File: src/qwee_ram.sv
// Generic single-write, single-read RAM with registered read data.
module qwee_ram #(
    parameter int WIDTH = 32,
    parameter int DEPTH = 64
) (
    input  logic                                  clk,
    input  logic                                  we,
    input  logic [((DEPTH > 1) ? $clog2(DEPTH) : 1)-1:0] waddr,
    input  logic [WIDTH-1:0]                      wdata,
    input  logic [((DEPTH > 1) ? $clog2(DEPTH) : 1)-1:0] raddr,
    output logic [WIDTH-1:0]                      rdata
);

    logic [WIDTH-1:0] mem [DEPTH];
    logic [WIDTH-1:0] rdata_reg;

    always_ff @(posedge clk)
    begin
        if (we)
        begin
            mem[waddr] <= wdata;
        end
        rdata_reg <= mem[raddr];
    end

    assign rdata = rdata_reg;

endmodule

File: config.mk
export PLATFORM = sky130hd
export DESIGN_NAME = qwee_ram
export DESIGN_NICKNAME = d
export VERILOG_FILES = /design/src/qwee_ram.sv
export SDC_FILE = /design/constraint.sdc
export NUM_CORES = 2
export LEC_CHECK = 0
export BUFFER_PORTS_ARGS = -buffer_cell sky130_fd_sc_hd__buf_2
export CORE_MARGIN = 2
export CORE_UTILIZATION = 50
export CTS_CLUSTER_SIZE = 28
export DETAILED_ROUTE_END_ITERATION = 12
export GPL_TIMING_DRIVEN = 0
export PLACE_DENSITY = 0.69
export SLEW_MARGIN = 20
export SYNTH_ARGS = -nofsm -noshare
export SYNTH_HDL_FRONTEND = slang
export SYNTH_SLANG_ARGS = --single-unit
File: constraint.sdc
create_clock -name clk -period 5 [get_ports clk]
set_input_delay 0.5 -clock clk [delete_from_list [all_inputs] [get_ports clk]]
set_output_delay 0.5 -clock clk [all_outputs]
set_load 0.01 [all_outputs]
==> run_results.csv <==
group,metric,value,unit
floorplanning,core_area,0.156,sq mm
sta,max-slew-margin-rel,11.5,%
clock_network,cts.reportedPaths.clkPinSlew,0.06,ns
placement,dp.final_hpwl,149000,um
yosys,synth_cell_types,34,
placement,dpl_cell_area,0.0849,sq mm
job,max_cap_violations,0,
setup_path,worst-path-max-fanout,10,
floorplanning,rows,145,
yosys,synthSimpleGateAreaFrac,1.27,%
setup_path,critPathMaxStageDelay,0.87,ns
setup_path,cp.required,5.64,ns
clock_network,clk_path_buf_depth,3,
sta,slew_viol_final,0,
yosys,ys_ff_latch,2080,
sta,tightest_slew,1.33,ns
yosys,synth-xor-area-share,0,%
sta,post-route-period-util,89.2,%
clock_network,cts_resized,0,
setup_path,critPathBufInv,4,
sta,hold_viol_final,0,
setup_path,cpLargestDelayFamily,"buffers and inverters",
clock_network,postCtsHoldBufs,0,
setup_path,r2r_end,"rdata[18]$_DFF_P_",
route,ant_nets,0,
cells_and_area,syn2layout_area_growth,16.3,%
global_route,grt_pass1_vias,38800,
clock_network,postCtsSetupRepairBufs,0,
floorplanning,fp.dieH,400,um
yosys,synth-compound-area-share,1.67,%
clock_network,cts_tree,"done",
setup_path,worstSetupEndpoint,"rdata[6]$_DFF_P_",
yosys,yosysSeqAreaShare,79.1,%
min_path,hold_path.class,"primary input to flop",
route,drt-initial-drc-count,7305,
floorplanning,initial_core_util,50.3,%
sta,fmax,224,MHz
power,ir_drop,312,uV
cells_and_area,final_cell_mix,"2,048 x edfxtp_1, 544 x mux4_2, 203 x clkbuf_16",
clock_network,cts-root-buf,"clkbuf_16",
cells_and_area,post-route-util,58.5,%
power,power_leakage,28.6,nW
global_route,grt_start_max_net_pins,65,
setup_path,cp_num_cells,9,
yosys,synth_fa_ha_area_share,0,%
yosys,syn_area_per_cell,23.6,sq um
setup_path,reg2reg_slack,2.18,ns
route,viasPerCell,6.74,
sta,skew,0.0450,ns
cells_and_area,fill_cells,10700,
route,wl_per_cell,39.0,um
floorplanning,die_w,400,um
cells_and_area,drive_above_1_share,30.7,%
route,dr.pass1.iters,6,
cells_and_area,largest_reg_flops,2048,
clock_network,cts_made_buffers,200,
setup_path,crit_path_end_kind,"flop",
yosys,synth_top_family_by_area,"multiplexers",
global_route,antenna_found_initial,23,
placement,io_buffers,69,
outcome,status,"finished, final reports clean",
power,p_per_area,397,mW/mm^2
setup_path,startpoint,"raddr[1]",
clock_network,htreeDepth,4,
floorplanning,ios,78,
sta,setup_viol,0,
clock_network,clock_sinks,2080,
floorplanning,die-area,0.160,sq mm
setup_path,crit_type,"primary input to flop",
placement,place_ws,-0.0721,ns
yosys,synth_mux_area_share,16.8,%
setup_path,r2r-start,"mem[23][18]$_DFFE_PP_",
route,finalWirelength,233000,um
setup_path,rr_worst_depth,4,
cells_and_area,stdcell_area,0.0913,sq mm
route,drcViolationCount,0,
setup_path,path_cells,"buf_2, buf_2, buf_2, buf_1, nand3b_1, o221ai_1, a21oi_1, a21oi_1, nor2_1",
yosys,synthCells,3324,
sta,fin_ws,0.539,ns
route,vias,40200,
sta,rsz0062_at_grt,"no",
setup_path,cp-start-kind,"primary input",
clock_network,clk_latency,0.84,ns
setup_path,cp_common_cell,"buf_2",
setup_path,cp.arrival,5.10,ns
setup_path,critPathSlowestCell,"buf_1",
yosys,syn-cell-area,0.0785,sq mm
yosys,yosysWarnings,0,
global_route,grt_pass1_wl,317000,um
yosys,synth.net_count,3370,
sta,period_minus_slack,4.46,ns
global_route,track_usage,29.1,%
cells_and_area,layout.nets,3769,
placement,gp_congestion,0.898,
global_route,grt_overflow,0,
cells_and_area,mostFrequentLayoutCell,"edfxtp_1",
## worst min-delay path by stage
stage / from / end / slack, ns / depth (start not counted)
5_1_grt: wdata[8] / mem[39][8]$_DFFE_PP_ / 0.08 / 1
3_3_place_gp: mem[12][8]$_DFFE_PP_ / rdata[8]$_DFF_P_ / 0.87 / 4
4_1_cts: wdata[18] / mem[20][18]$_DFFE_PP_ / 0.18 / 1
3_5_place_dp: mem[12][4]$_DFFE_PP_ / rdata[4]$_DFF_P_ / 0.85 / 4
6_report: wdata[8] / mem[39][8]$_DFFE_PP_ / 0.07 / 1
2_1_floorplan: wdata[0] / mem[0][0]$_DFFE_PP_ / 0.60 / 0
## logic make-up after synthesis
logic type,Yosys count
compound gates,202
buf+inv,182
flops,2080
mux,637
simple gates,223
## cell usage after synthesis
| cell type | n | area share (%) |
|---|---|---|
| a21oi_1 | 62 | 0.40 |
| and3_1 | 4 | 0.032 |
| a41o_1 | 4 | 0.051 |
| or2_0 | 1 | 0.0080 |
| nor3_1 | 7 | 0.045 |
| or2_1 | 1 | 0.0080 |
| mux2i_1 | 93 | 1.2 |
| nand4_1 | 2 | 0.016 |
| and2_1 | 2 | 0.016 |
| o32ai_1 | 4 | 0.045 |
| o221ai_1 | 27 | 0.30 |
| nor2_1 | 137 | 0.65 |
| edfxtp_1 | 2048 | 78 |
| a311oi_1 | 8 | 0.089 |
| nand2_1 | 26 | 0.12 |
| o22ai_1 | 84 | 0.67 |
| buf_6 | 5 | 0.072 |
| nand3_1 | 5 | 0.032 |
| nand4b_1 | 1 | 0.011 |
| mux4_2 | 544 | 16 |
| nand2b_1 | 8 | 0.064 |
| dfxtp_1 | 32 | 0.82 |
| or3b_2 | 3 | 0.033 |
| buf_4 | 25 | 0.24 |
| or3b_1 | 2 | 0.022 |
| a31oi_1 | 1 | 0.0080 |
| clkbuf_1 | 74 | 0.35 |
| or2_2 | 1 | 0.0080 |
| or3_1 | 3 | 0.024 |
| a22oi_1 | 12 | 0.11 |
| buf_2 | 57 | 0.36 |
| nand3b_1 | 5 | 0.048 |
| nor2b_1 | 15 | 0.12 |
| buf_1 | 21 | 0.10 |
## per-stage QoR
stage / instances / total power [mW] / TNS, ns / hold WS, ns
detailed placement: 5577 / 21.7 / -0.0721 / 0.851
finish: 5964 / 36.2 / 0 / 0.0737
global route: 5955 / 37.0 / 0 / 0.0829
global placement: 5451 / 21.6 / -312.75 / 0.868
floorplan: 3324 / 20.7 / 0 / 0.599
CTS: 5951 / 36.3 / 0 / 0.185
## worst reg2reg max path: stages, from the launching register on
cell,delay [ns]
edfxtp_1,0.37
mux4_2,0.47
mux4_2,0.56
o22ai_1,0.82
nor2_1,0.38
## routing by layer
layer | track usage, % | vias to the layer above | share of wire, %
met1 | 39.2 | 20900 | 34
li1 | - | 15100 | -
met3 | 8.20 | 643 | 14
met2 | 44.0 | 3522 | 46
met4 | 14.4 | 8 | 6.0
met5 | 0 | - | 0.022
## layout make-up
type / instances / area (sq um) / share of cell area [%]
Clock buffer: 255 / 5370 / 5.87
Antenna cell: 11 / 27.5 / 0.0301
Buffer: 182 / 903 / 0.989
Tap cell: 2058 / 2570 / 2.82
Timing Repair Buffer: 197 / 3340 / 3.65
Clock inverter: 119 / 1030 / 1.13
Sequential cell: 2080 / 62100 / 68.0
Multi-Input combinational cell: 1062 / 16000 / 17.5
## power breakdown
part / total (mW) / switching, mW / internal [mW]
Sequential: 19.3 / 0.0372 / 19.3
Combinational: 2.07 / 1.40 / 0.675
Clock: 14.8 / 6.55 / 8.28
Note: power is estimated with default switching activity, not from simulation.
